File: src/sv/intel_hex_record_loader_macros.svh
// assertion macros for the hex record loader
`ifndef INTEL_HEX_RECORD_LOADER_MACROS_SVH
`define INTEL_HEX_RECORD_LOADER_MACROS_SVH

`ifndef ASSERT_OFF
// antecedent implies consequent on the same edge
`define HEXL_ASSERT_IMPL(label, ante, cons) \
    label: assert property (@(posedge clk) disable iff (!rst_n) (ante) |-> (cons)) \
        else $error("hexl check failed");
// condition holds on every edge out of reset
`define HEXL_ASSERT_ALWAYS(label, cond) \
    label: assert property (@(posedge clk) disable iff (!rst_n) (cond)) \
        else $error("hexl check failed");
`else
`define HEXL_ASSERT_IMPL(label, ante, cons)
`define HEXL_ASSERT_ALWAYS(label, cond)
`endif

`endif

File: src/sv/hexl_pkg.sv
// shared types and constants for the hex record loader
`default_nettype none

package hexl_pkg;

    localparam int IMAGE_DEPTH  = 4096;
    localparam int IMG_AW       = 12;
    localparam int RECORD_DEPTH = 256;
    localparam int REC_AW       = 8;
    localparam int CQ_DEPTH     = 4;
    localparam int CQ_AW        = 2;

    localparam logic [12:0] IMAGE_LIMIT = 13'(IMAGE_DEPTH);
    localparam logic [12:0] SIZE_RESET  = 13'd4096;
    localparam logic [7:0]  FILL_RESET  = 8'hFF;

    // request codes
    localparam logic [1:0] REQ_CHAR  = 2'd0;
    localparam logic [1:0] REQ_READ  = 2'd1;
    localparam logic [1:0] REQ_CLEAR = 2'd2;

    // configuration register indexes
    localparam logic [1:0] CFG_BASE = 2'd0;
    localparam logic [1:0] CFG_SIZE = 2'd1;
    localparam logic [1:0] CFG_FILL = 2'd2;

    // record types
    localparam logic [7:0] REC_DATA = 8'h00;
    localparam logic [7:0] REC_EOF  = 8'h01;
    localparam logic [7:0] REC_ESA  = 8'h02;
    localparam logic [7:0] REC_SSA  = 8'h03;
    localparam logic [7:0] REC_ELA  = 8'h04;
    localparam logic [7:0] REC_SLA  = 8'h05;

    typedef enum logic [2:0] {
        ST_OK          = 3'd0,
        ST_FORMAT      = 3'd1,
        ST_CHECKSUM    = 3'd2,
        ST_OVERFLOW    = 3'd3,
        ST_UNSUPPORTED = 3'd4
    } status_t;

    typedef enum logic [1:0] {
        RK_STATUS = 2'd0,
        RK_READ   = 2'd1,
        RK_CLEAR  = 2'd2
    } reply_kind_t;

    typedef enum logic [2:0] {
        CMD_BYTE,
        CMD_FORMAT,
        CMD_FINISH,
        CMD_READ,
        CMD_CLEAR
    } cmd_op_t;

    // one command from the parser to the executor
    typedef struct packed {
        cmd_op_t     op;
        logic [7:0]  data;
        logic [11:0] index;
        logic [7:0]  length;
        logic [15:0] address;
        logic [7:0]  kind;
        logic        sum_ok;
        logic [15:0] ext_value;
    } cmd_t;

    // one result beat
    typedef struct packed {
        reply_kind_t kind;
        status_t     status;
        logic [7:0]  read_data;
        logic        eof_hit;
        logic        any_data;
        logic [12:0] low_mark;
        logic [12:0] high_mark;
    } res_t;

endpackage

`default_nettype wire

File: src/sv/hexl_cmdq.sv
// short command queue between parser and executor
`default_nettype none

module hexl_cmdq (
    input  wire logic           clk,
    input  wire logic           rst_n,
    input  wire logic           push,
    input  wire hexl_pkg::cmd_t cmd_in,
    output logic                full,
    output logic                valid,
    output hexl_pkg::cmd_t      cmd_out,
    input  wire logic           pop
);

    hexl_pkg::cmd_t                 slot_reg [hexl_pkg::CQ_DEPTH];
    logic [hexl_pkg::CQ_AW-1:0]     wp_reg, rp_reg;
    logic [hexl_pkg::CQ_AW:0]       cnt_reg;
    logic                           do_push, do_pop;

    assign full    = (cnt_reg == (hexl_pkg::CQ_AW+1)'(hexl_pkg::CQ_DEPTH));
    assign valid   = (cnt_reg != '0);
    assign cmd_out = slot_reg[rp_reg];
    assign do_push = push && !full;
    assign do_pop  = pop && valid;

    // storage
    always_ff @(posedge clk)
    begin
        if (do_push)
            slot_reg[wp_reg] <= cmd_in;
    end

    // pointers and fill count
    always_ff @(posedge clk or negedge rst_n)
    begin
        if (!rst_n)
        begin
            wp_reg  <= '0;
            rp_reg  <= '0;
            cnt_reg <= '0;
        end
        else
        begin
            if (do_push)
                wp_reg <= wp_reg + 1'b1;
            if (do_pop)
                rp_reg <= rp_reg + 1'b1;
            if (do_push && !do_pop)
                cnt_reg <= cnt_reg + 1'b1;
            else if (do_pop && !do_push)
                cnt_reg <= cnt_reg - 1'b1;
        end
    end

endmodule

`default_nettype wire

File: config.mk
export PLATFORM = sky130hd
export DESIGN_NAME = hexl_cmdq
export DESIGN_NICKNAME = d
export VERILOG_FILES = /design/src/sv/intel_hex_record_loader_macros.svh /design/src/sv/hexl_pkg.sv /design/src/sv/hexl_cmdq.sv
export SDC_FILE = /design/constraint.sdc
export NUM_CORES = 1
export LEC_CHECK = 0
export BUFFER_PORTS_ARGS = -buffer_cell sky130_fd_sc_hd__buf_2
export CELL_PAD_IN_SITES_DETAIL_PLACEMENT = 1
export CELL_PAD_IN_SITES_GLOBAL_PLACEMENT = 1
export CORE_MARGIN = 2
export CORE_UTILIZATION = 54
export DETAILED_ROUTE_END_ITERATION = 8
export PLACE_DENSITY = 0.92
export SETUP_SLACK_MARGIN = 0.15
export SLEW_MARGIN = 40
export SYNTH_ARGS = -nofsm -noshare
export SYNTH_HDL_FRONTEND = slang
export SYNTH_SLANG_ARGS = --single-unit
File: constraint.sdc
create_clock -name clk -period 4.5 [get_ports clk]
set_input_delay 0.225 -clock clk [delete_from_list [all_inputs] [get_ports clk]]
set_output_delay 0.225 -clock clk [all_outputs]
set_load 0.03 [all_outputs]
==> results by group <==
STA
  – Fin worst setup slack: 1.96 ns
  – Fin crit share: 56.5%
  – Setup TNS Final: 0 ns
  – Max-slew violation count: 0
  – Endpoints failing hold: 0
  – Peak Freq: 393 MHz
  – Tmin final: 2.54 ns
  – Hold WS: 0.0960 ns
  – Slew margin rel.: 58.0%
  – RSZ-0062 raised after global routing: no
  – Worst Tran Pin Value: 0.629 ns
  – Post-route clock skew: 0.0142 ns
  – Finish-stage setup viols: 0

Layout
  – Final Non-Filler Cells: 949
  – Most common cell after layout, fill and taps aside: edfxtp_1
  – Share of cells above drive strength 1: 41.4%
  – Layout Nets: 741
  – Area grow syn2layout: 27.1%
  – Most frequent cells in the layout: edfxtp_1 (288), buf_2 (149), dlygate4sd3_1 (74), mux4_2 (72), clkbuf_16 (31)
  – Number of flip-flops in the largest register: 288

Die
  – Initial Util: 55.4%
  – Die width: 145 µm
  – Core ar.: 19,500 µm²
  – I/O pin count: 150
  – Full die area: 21,200 µm²
  – Row count: 51
  – Die Ht: 145 µm

Logic synthesis
  – Synth Warn #: 0
  – Mapped Nets: 493
  – Distinct cells, synth: 19
  – FF+latch count, synth: 295
  – Synthesized area: 10,800 µm²
  – Post-synthesis sequential area ratio: 81.6%
  – Cells after Synth: 411
  – Avg Cell Area, Syn: 26.3 µm²

Routing
  – Detail Route Antenna Nets: 0
  – Initial DRC Count: 321
  – Pre-antenna DRT Iters: 4
  – Routed vias/inst: 5.52
  – Residual DRC: 0
  – Wirelength per Cell: 24.9 µm
  – Routed WL: 23.7 mm
  – Via count: 5,239

Pwr
  – Pwr/cell area: 701 nW/µm²
  – Leakage dissipation: 4.76 nW
  – IR drop worst, VDD: 0.575 mV

Placement
  – Dpl cells: 818
  – Detail Placement HPWL: 14.2 mm
  – Port bufs: 149
  – RD Place Congestion: 0.697
  – Setup Slack @ Placement: 2.09 ns

Clock tree
  – Htree depth: 1
  – Clock Sinks: 295
  – CTS tree: done
  – Clock Latency Late Sink: 0.53 ns
  – Clock transition at path regs: 0.06 ns
  – Clk buf depth: 3
  – TritonCTS Buffers: 30
  – CTS Root Cell: clkbuf_16
  – Post-cts repair resize count: 0

Setup path
  – Startpoint Class: flop
  – Critical path arrival: 2.32 ns
  – Crit. End Element: primary output
  – Crit path max fanout: 74
  – Critical setup path kind: reg -> out
  – CP required: 4.28 ns

Global route
  – First-pass GRT wire length: 36.5 mm
  – Final global-route overflow total: 0
  – Initial antenna violation count: 1
  – Largest net degree at the start of global routing: 75
  – Vias in the first global route: 5,934
  – All-layer global routing usage: 22.9%

Min path
  – Worst hold-check path type: in -> async

Run
  – MaxCap Viol Count: 0

Status
  – Status: completed
-- synth_stat cells (all sizes together) --
| master | n | area, µm² |
|---|---|---|
| mux4 | 72 | 1620 |
| nand2 | 1 | 3.75 |
| or3 | 1 | 6.26 |
| edfxtp | 288 | 8650 |
| fa | 1 | 20.0 |
| inv | 3 | 11.3 |
| buf | 17 | 131 |
| nor3b | 1 | 12.5 |
| ha | 5 | 62.6 |
| dfrtp | 7 | 175 |
| nor2b | 1 | 6.26 |
| and2 | 4 | 25.0 |
| xnor2 | 4 | 35.0 |
| nand3 | 1 | 5.00 |
| nor2 | 1 | 3.75 |
| xor2 | 2 | 17.5 |
| mux2 | 2 | 22.5 |
-- timing repair --
item	4_1_cts	5_1_grt
setup buffers	0	0
hold buffers	74	0
hold endpoints to repair	296	0
-- metrics by stage --
stage	util [%]	total power, mW	area, µm²
global route	70.3	10.0	13700
finish	70.3	9.63	13700
floorplan	-	6.18	10800
detailed placement	61.3	7.15	12000
global placement	60.4	6.89	11800
CTS	70.3	9.72	13700
-- worst max-delay path, cell delays in order (launching register included) --
cell and delay [ns]:
dfrtp_4 0.42, buf_12 0.47, mux4_2 0.63, buf_2 0.20
-- final cells by class --
class	count	area, µm²
repair buffers	233	1690
flip-flops and latches	295	8830
clock inverters	21	226
well taps	265	332
diodes	1	2.50
multi-input cells	96	1850
fillers	1548	5790
clock buffers	35	791
inverters	3	11.3
-- layer usage --
metal	vias to the layer above	part of all wire, %	global-route usage [%]
met5	-	0	0
met1	2788	40	29.6
met2	164	55	41.4
met3	28	4.2	3.51
li1	2259	-	-
met4	0	1.6	5.69
-- final timing paths --
check,slack [ns],start,cells after the start,to
setup / recovery,1.96,rp_reg[0]$_DFFE_PN0P_,3,cmd_out[66]
hold / removal,0.1,rst_n,2,cnt_reg[0]$_DFFE_PN0P_
setup reg to reg,2.06,cnt_reg[2]$_DFFE_PN0P_,8,cnt_reg[2]$_DFFE_PN0P_
hold reg to reg,0.51,cnt_reg[2]$_DFFE_PN0P_,1,cnt_reg[2]$_DFFE_PN0P_
max in group asynchronous,4.20,rst_n,2,rp_reg[1]$_DFFE_PN0P_
min in group clk,0.24,push,3,wp_reg[0]$_DFFE_PN0P_
-- power by group --
part / internal, mW / switching (mW) / total [mW] / leakage, nW
registers: 3.64 / 0.243 / 3.88 / 2.72
clock network: 1.54 / 0.978 / 2.51 / 0.488
logic: 1.22 / 2.02 / 3.24 / 1.56
total: 6.39 / 3.24 / 9.63 / 4.76
-- cells by family (layout without fill, tap and decap cells) --
family | Yosys count | count (layout) | share of synthesized area [%]
other | 0 | 1 | 0
adder cells (fa/ha/maj) | 6 | 6 | 0.764
multiplexers | 74 | 74 | 15.2
flip-flops | 295 | 295 | 81.6
XOR/XNOR | 6 | 6 | 0.486
AND/OR/NAND/NOR | 10 | 10 | 0.579
buffers and inverters | 20 | 292 | 1.32
(Power assumes the default switching activity.)
