$ cat config.mk
export PLATFORM = sky130hd
export DESIGN_NAME = hexl_parse
export DESIGN_NICKNAME = d
export VERILOG_FILES = /design/src/sv/intel_hex_record_loader_macros.svh /design/src/sv/hexl_pkg.sv /design/src/sv/hexl_parse.sv
export SDC_FILE = /design/constraint.sdc
export NUM_CORES = 1
export LEC_CHECK = 0
export ABC_CLOCK_PERIOD_IN_PS = 13030
export BUFFER_PORTS_ARGS = -buffer_cell sky130_fd_sc_hd__buf_2
export CORE_MARGIN = 2
export CORE_UTILIZATION = 30
export DETAILED_ROUTE_END_ITERATION = 10
export PLACE_DENSITY = 0.47
export REMOVE_ABC_BUFFERS = 1
export SLEW_MARGIN = 30
export SYNTH_ARGS = -nofsm -noshare
export SYNTH_HDL_FRONTEND = slang
export SYNTH_SLANG_ARGS = --single-unit
$ cat constraint.sdc
create_clock -name clk -period 13.03 [get_ports clk]
set_input_delay 2.606 -clock clk [delete_from_list [all_inputs] [get_ports clk]]
set_output_delay 2.606 -clock clk [all_outputs]
set_load 0.02 [all_outputs]
$ cat src/sv/intel_hex_record_loader_macros.svh
// assertion macros for the hex record loader
`ifndef INTEL_HEX_RECORD_LOADER_MACROS_SVH
`define INTEL_HEX_RECORD_LOADER_MACROS_SVH

`ifndef ASSERT_OFF
// antecedent implies consequent on the same edge
`define HEXL_ASSERT_IMPL(label, ante, cons) \
    label: assert property (@(posedge clk) disable iff (!rst_n) (ante) |-> (cons)) \
        else $error("hexl check failed");
// condition holds on every edge out of reset
`define HEXL_ASSERT_ALWAYS(label, cond) \
    label: assert property (@(posedge clk) disable iff (!rst_n) (cond)) \
        else $error("hexl check failed");
`else
`define HEXL_ASSERT_IMPL(label, ante, cons)
`define HEXL_ASSERT_ALWAYS(label, cond)
`endif

`endif

$ cat src/sv/hexl_pkg.sv
// shared types and constants for the hex record loader
`default_nettype none

package hexl_pkg;

    localparam int IMAGE_DEPTH  = 4096;
    localparam int IMG_AW       = 12;
    localparam int RECORD_DEPTH = 256;
    localparam int REC_AW       = 8;
    localparam int CQ_DEPTH     = 4;
    localparam int CQ_AW        = 2;

    localparam logic [12:0] IMAGE_LIMIT = 13'(IMAGE_DEPTH);
    localparam logic [12:0] SIZE_RESET  = 13'd4096;
    localparam logic [7:0]  FILL_RESET  = 8'hFF;

    // request codes
    localparam logic [1:0] REQ_CHAR  = 2'd0;
    localparam logic [1:0] REQ_READ  = 2'd1;
    localparam logic [1:0] REQ_CLEAR = 2'd2;

    // configuration register indexes
    localparam logic [1:0] CFG_BASE = 2'd0;
    localparam logic [1:0] CFG_SIZE = 2'd1;
    localparam logic [1:0] CFG_FILL = 2'd2;

    // record types
    localparam logic [7:0] REC_DATA = 8'h00;
    localparam logic [7:0] REC_EOF  = 8'h01;
    localparam logic [7:0] REC_ESA  = 8'h02;
    localparam logic [7:0] REC_SSA  = 8'h03;
    localparam logic [7:0] REC_ELA  = 8'h04;
    localparam logic [7:0] REC_SLA  = 8'h05;

    typedef enum logic [2:0] {
        ST_OK          = 3'd0,
        ST_FORMAT      = 3'd1,
        ST_CHECKSUM    = 3'd2,
        ST_OVERFLOW    = 3'd3,
        ST_UNSUPPORTED = 3'd4
    } status_t;

    typedef enum logic [1:0] {
        RK_STATUS = 2'd0,
        RK_READ   = 2'd1,
        RK_CLEAR  = 2'd2
    } reply_kind_t;

    typedef enum logic [2:0] {
        CMD_BYTE,
        CMD_FORMAT,
        CMD_FINISH,
        CMD_READ,
        CMD_CLEAR
    } cmd_op_t;

    // one command from the parser to the executor
    typedef struct packed {
        cmd_op_t     op;
        logic [7:0]  data;
        logic [11:0] index;
        logic [7:0]  length;
        logic [15:0] address;
        logic [7:0]  kind;
        logic        sum_ok;
        logic [15:0] ext_value;
    } cmd_t;

    // one result beat
    typedef struct packed {
        reply_kind_t kind;
        status_t     status;
        logic [7:0]  read_data;
        logic        eof_hit;
        logic        any_data;
        logic [12:0] low_mark;
        logic [12:0] high_mark;
    } res_t;

endpackage

`default_nettype wire

$ cat src/sv/hexl_parse.sv
// front end: character parser that turns requests into executor commands
`default_nettype none

module hexl_parse (
    input  wire logic           clk,
    input  wire logic           rst_n,
    input  wire logic           accept,
    input  wire logic [1:0]     req_type,
    input  wire logic [7:0]     char_code,
    input  wire logic [11:0]    read_index,
    output hexl_pkg::cmd_t      cmd,
    output logic                cmd_valid
);

    typedef enum logic [1:0] {
        PH_SKIP,
        PH_DIGITS,
        PH_DISCARD
    } phase_t;

    phase_t      phase_reg, phase_next;
    logic [9:0]  dc_reg, dc_next;
    logic [3:0]  hn_reg, hn_next;
    logic [7:0]  sum_reg, sum_next;
    logic [7:0]  len_reg, len_next;
    logic [15:0] addr_reg, addr_next;
    logic [7:0]  kind_reg, kind_next;
    logic [7:0]  b0_reg, b0_next;
    logic [7:0]  b1_reg, b1_next;

    logic        is_hex;
    logic [3:0]  nib;
    logic [7:0]  byte_val;
    logic [8:0]  idx;
    logic [7:0]  sum_new;
    logic        is_ws;

    // hex digit decode, either case
    always_comb
    begin
        is_hex = 1'b1;
        nib    = 4'd0;
        if (char_code inside {[8'h30:8'h39]})
            nib = 4'(char_code - 8'h30);
        else if (char_code inside {[8'h61:8'h66]})
            nib = 4'(char_code - 8'h57);
        else if (char_code inside {[8'h41:8'h46]})
            nib = 4'(char_code - 8'h37);
        else
            is_hex = 1'b0;
    end

    assign is_ws    = (char_code == 8'h20) || (char_code == 8'h09) ||
                      (char_code == 8'h0D) || (char_code == 8'h0A);
    assign byte_val = {hn_reg, nib};
    assign idx      = dc_reg[9:1];
    assign sum_new  = sum_reg + byte_val;

    // next state and command
    always_comb
    begin
        phase_next = phase_reg;
        dc_next    = dc_reg;
        hn_next    = hn_reg;
        sum_next   = sum_reg;
        len_next   = len_reg;
        addr_next  = addr_reg;
        kind_next  = kind_reg;
        b0_next    = b0_reg;
        b1_next    = b1_reg;
        cmd_valid  = 1'b0;
        cmd        = '0;
        cmd.op     = hexl_pkg::CMD_BYTE;
        if (accept)
        begin
            case (req_type)
                hexl_pkg::REQ_CHAR:
                begin
                    case (phase_reg)
                        PH_DISCARD:
                        begin
                            if (char_code == 8'h0A)
                                phase_next = PH_SKIP;
                        end
                        PH_DIGITS:
                        begin
                            if (!is_hex)
                            begin
                                phase_next = (char_code == 8'h0A) ? PH_SKIP : PH_DISCARD;
                                cmd_valid  = 1'b1;
                                cmd.op     = hexl_pkg::CMD_FORMAT;
                            end
                            else if (!dc_reg[0])
                            begin
                                hn_next = nib;
                                dc_next = dc_reg + 10'd1;
                            end
                            else
                            begin
                                dc_next  = dc_reg + 10'd1;
                                sum_next = sum_new;
                                if (idx == 9'd0)
                                    len_next = byte_val;
                                else if (idx == 9'd1)
                                    addr_next = {byte_val, addr_reg[7:0]};
                                else if (idx == 9'd2)
                                    addr_next = {addr_reg[15:8], byte_val};
                                else if (idx == 9'd3)
                                    kind_next = byte_val;
                                else if ({1'b0, idx} < (10'd4 + {2'b00, len_reg}))
                                begin
                                    cmd_valid = 1'b1;
                                    cmd.op    = hexl_pkg::CMD_BYTE;
                                    cmd.data  = byte_val;
                                    cmd.index = {4'd0, 8'(idx - 9'd4)};
                                    if (idx == 9'd4)
                                        b0_next = byte_val;
                                    if (idx == 9'd5)
                                        b1_next = byte_val;
                                end
                                else
                                begin
                                    // checksum byte closes the record
                                    phase_next    = PH_DISCARD;
                                    cmd_valid     = 1'b1;
                                    cmd.op        = hexl_pkg::CMD_FINISH;
                                    cmd.length    = len_reg;
                                    cmd.address   = addr_reg;
                                    cmd.kind      = kind_reg;
                                    cmd.sum_ok    = (sum_new == 8'd0);
                                    cmd.ext_value = {b0_reg, b1_reg};
                                end
                            end
                        end
                        default:
                        begin
                            phase_next = PH_SKIP;
                            if (is_ws)
                                phase_next = PH_SKIP;
                            else if (char_code == 8'h3A)
                            begin
                                phase_next = PH_DIGITS;
                                dc_next    = 10'd0;
                                sum_next   = 8'd0;
                            end
                            else
                            begin
                                phase_next = PH_DISCARD;
                                cmd_valid  = 1'b1;
                                cmd.op     = hexl_pkg::CMD_FORMAT;
                            end
                        end
                    endcase
                end
                hexl_pkg::REQ_READ:
                begin
                    cmd_valid = 1'b1;
                    cmd.op    = hexl_pkg::CMD_READ;
                    cmd.index = read_index;
                end
                hexl_pkg::REQ_CLEAR:
                begin
                    cmd_valid = 1'b1;
                    cmd.op    = hexl_pkg::CMD_CLEAR;
                end
                default:
                begin
                    cmd_valid = 1'b0;
                end
            endcase
        end
    end

    // parser state
    always_ff @(posedge clk or negedge rst_n)
    begin
        if (!rst_n)
        begin
            phase_reg <= PH_SKIP;
            dc_reg    <= 10'd0;
            hn_reg    <= 4'd0;
            sum_reg   <= 8'd0;
            len_reg   <= 8'd0;
            addr_reg  <= 16'd0;
            kind_reg  <= 8'd0;
            b0_reg    <= 8'd0;
            b1_reg    <= 8'd0;
        end
        else
        begin
            phase_reg <= phase_next;
            dc_reg    <= dc_next;
            hn_reg    <= hn_next;
            sum_reg   <= sum_next;
            len_reg   <= len_next;
            addr_reg  <= addr_next;
            kind_reg  <= kind_next;
            b0_reg    <= b0_next;
            b1_reg    <= b1_next;
        end
    end

endmodule

`default_nettype wire

==> metrics.txt <==
crit path to=cmd[16]; gr ovfl total=0; setup slack, reg-to-reg=9.47 ns; Starting Density=a little under a third; first-pass GRT wire length=approximately 19,000 microns; CP Buf/Inv Count=5; Synth Area in XOR/XNOR=under 10%; Post-CTS Hold Fix Bufs=0; Fin Clk Skew=roughly 0.0057 ns; Slew Limit Fails=0; CTS tree=yes; port bufs=97; via count of the first global-routing pass=3,585; WL final=11,900 microns; CP cell instances=buf_2, inv_1, ha_1, o21bai_1, a21oi_1, nand2_1, o21a_1, inv_1, ha_1, inv_1, fa_1, nand2b_1, o2bb2ai_1, xnor2_1, or4b_2, nor3_1, and4_1, buf_2; Die Height=127 microns; Worst setup EP type=primary output; Hold Crit Class=reg2reg; Synth Area in Adders=just under 9%; fin area=around 0.0055 sq mm; Max-slew headroom=between 30% and 40%; Final Wtd Congestion=about 0.86; vias per cell=4.91; dominant cells by area after synthesis=dfrtp_1 40%, mux2_2 9.4%, ha_1 8.5%, and2_1 7.7%, o21ai_0 3.7%; Worst-Margin Slew=0.990 ns; RR Endpoint=b0_reg[2]$_DFFE_PN0P_; P per Cell Area=92.7 mW/mm^2; placed cell area=around 0.0052 sq mm; core area=0.0150 sq mm; Post-DRT Antenna Nets=0; initial antenna violation count=0; layout cells sized above 1=between 20% and 30%; CTS HTree Levels=3; Top FF cell, synth=dfrtp_1; post-cts repair resize count=0; clk sinks=a little over 70; Hold Vio Cnt, Final=0; vias=3,686; CP arrival=around 6 ns; synthesis-stage register bit count=a little over 70; Leak=0.00282 uW; drt initial violations=between 150 and 200; status=finished, final reports clean; critical path type=in2out; Final setup viols=0; fin crit period=between 8 and 9 ns; largest net degree at the start of global routing=73; I/O pin total=98; max capacitance violation total=0; worst r2r src=len_reg[2]$_DFFE_PN0P_; setup slack after layout=around 4.2 ns; Root Driver=clkbuf_16; cts bufs inserted=9; synthesized area per cell=roughly 10 sq um; final net count=roughly 600; main combinational cell family by area after synthesis=simple AND/OR/NAND/NOR gates; R2R depth=10; Final TNS setup=0 ns; post-synthesis cell type count=59; top-area cell type share of the netlist area=39.5%; Fill cells=about 1,500; postcts setup bufs=0; pre-CTS WS=4.31 ns; ys async rst share=between 90% and 100%; Tcrit/Tclk final=between 60% and 70%; crit path launch type=primary input; register area share after synthesis=39.5%; Area Overhead vs Synth=20.8%; slowest cell on the critical path=or4b_2; multiplexer share of the synthesized area=a little under a tenth; Design Power=510 uW; Syn Inst Count=467; fmax=114 MHz; drt first pass iters=4; Crit path required time=between 10 and 15 ns; RSZ-0062 raised after global routing=no; residual DRC count=0; FP Rows=between 40 and 50; max FFs per register=16; Synth Cell Area=0.00456 sq mm; die area=approximately 0.016 sq mm; global-route total usage across every layer=about 15%; Worst IR Drop VDD=around 0.043 mV; area leader, netlist=dfrtp_1; CP max FO=7; CP startpoint=char_code[1]; Die W=127 microns; synthesized-area fraction occupied by and/or/nand/nor cells=approximately 22%; Compound-Gate Fraction of Synth Area=12.2%; Post-DP HPWL=8810 microns; n_diodes=0; CP top delay family=simple AND/OR/NAND/NOR gates; WP depth=18; EDFF count, synth=0; Max Buffers Root-to-Sink=2; wire per inst=approximately 16 microns; Syn. warnings=0; Final Util=36.6%; CP max stage delay=approximately 0.61 ns; crit-path most repeated cell=inv_1; worst skew pair latency=0.34 ns; clock slew at reported path FFs=~0.050 ns
-- stage by stage --
stage,std cells,hold slack (ns)
2_1_floorplan,447,0.442
3_5_place_dp,735,0.468
5_1_grt,751,0.504
6_report,751,0.476
4_1_cts,751,0.481
3_3_place_gp,735,0.464
-- Yosys cell counts (all sizes together) (3+ instances only) --
cell type	number
o21bai	3
a21o	4
nor3	12
a21oi	12
xnor2	9
ha	31
clkbuf	12
nand4	7
and2	56
dfrtp	72
o211ai	7
o2bb2ai	3
mux2	38
or4b	3
nand2	35
buf	8
o21ai	34
nand3	8
nand2b	3
and3	7
xor2	13
a22o	7
nor2	28
or3	4
inv	22
-- per-layer routing --
layer	wire, microns	vias up	track usage, %
li1	-	1827	-
met1	5750	1755	21.9
met2	5430	90	23.6
met3	553	14	2.51
met4	172	0	4.91
met5	0	-	0
-- worst min-delay path by stage --
| stage | from | to | cells after the start |
|---|---|---|---|
| 2_1_floorplan | addr_reg[0]$_DFFE_PN0P_ | addr_reg[0]$_DFFE_PN0P_ | 2 |
| 6_report | addr_reg[2]$_DFFE_PN0P_ | addr_reg[2]$_DFFE_PN0P_ | 2 |
| 5_1_grt | addr_reg[2]$_DFFE_PN0P_ | addr_reg[2]$_DFFE_PN0P_ | 2 |
| 4_1_cts | addr_reg[2]$_DFFE_PN0P_ | addr_reg[2]$_DFFE_PN0P_ | 2 |
| 3_3_place_gp | kind_reg[3]$_DFFE_PN0P_ | kind_reg[3]$_DFFE_PN0P_ | 2 |
| 3_5_place_dp | kind_reg[3]$_DFFE_PN0P_ | kind_reg[3]$_DFFE_PN0P_ | 2 |
-- kinds of logic after synthesis --
group | Yosys count
buffers and inverters | 42
flip-flops | 72
multiplexers | 38
AO/OA/AOI/OAI | 85
AND/OR/NAND/NOR | 176
adder cells (fa/ha/maj) | 32
XOR/XNOR | 22
-- final cells by class --
cell class	count	area, sq um	area share (%)
Clock buffer	11	253	4.59
Clock inverter	5	40.0	0.727
Sequential cell	72	1800	32.7
Multi-Input combinational cell	353	2580	46.9
Timing Repair Buffer	100	512	9.30
Tap cell	188	235	4.27
Inverter	22	82.6	1.50
-- cell usage in the layout, fill, tap and decap left out, drive strengths merged, types with 4 or more instances in the layout --
master | synthesis | final
nand4 | 7 | 7
nand3 | 8 | 8
or3 | 4 | 4
a21o | 4 | 4
xor2 | 13 | 13
and3 | 7 | 7
clkbuf | 12 | 11
o211ai | 7 | 7
a21oi | 12 | 12
nor2 | 28 | 28
inv | 22 | 23
o21ai | 34 | 34
xnor2 | 9 | 9
nor3 | 12 | 12
dfrtp | 72 | 72
and2 | 56 | 56
mux2 | 38 | 38
nand2 | 35 | 35
ha | 31 | 31
a22o | 7 | 7
buf | 8 | 100
-- report_power, final --
group | leakage [uW] | internal (uW) | switching, uW
clock | 0.000134 | 140 | 99.7
combinational | 0.00170 | 15.5 | 27.4
sequential | 0.000989 | 225 | 1.70
total | 0.00282 | 381 | 129
-- tightest hold or removal path, stage by stage (launching register included) --
cell and delay [ns]:
dfrtp_1 0.33, nand2_1 0.05, o21ai_0 0.06
Note: power is estimated with default switching activity, not from simulation.
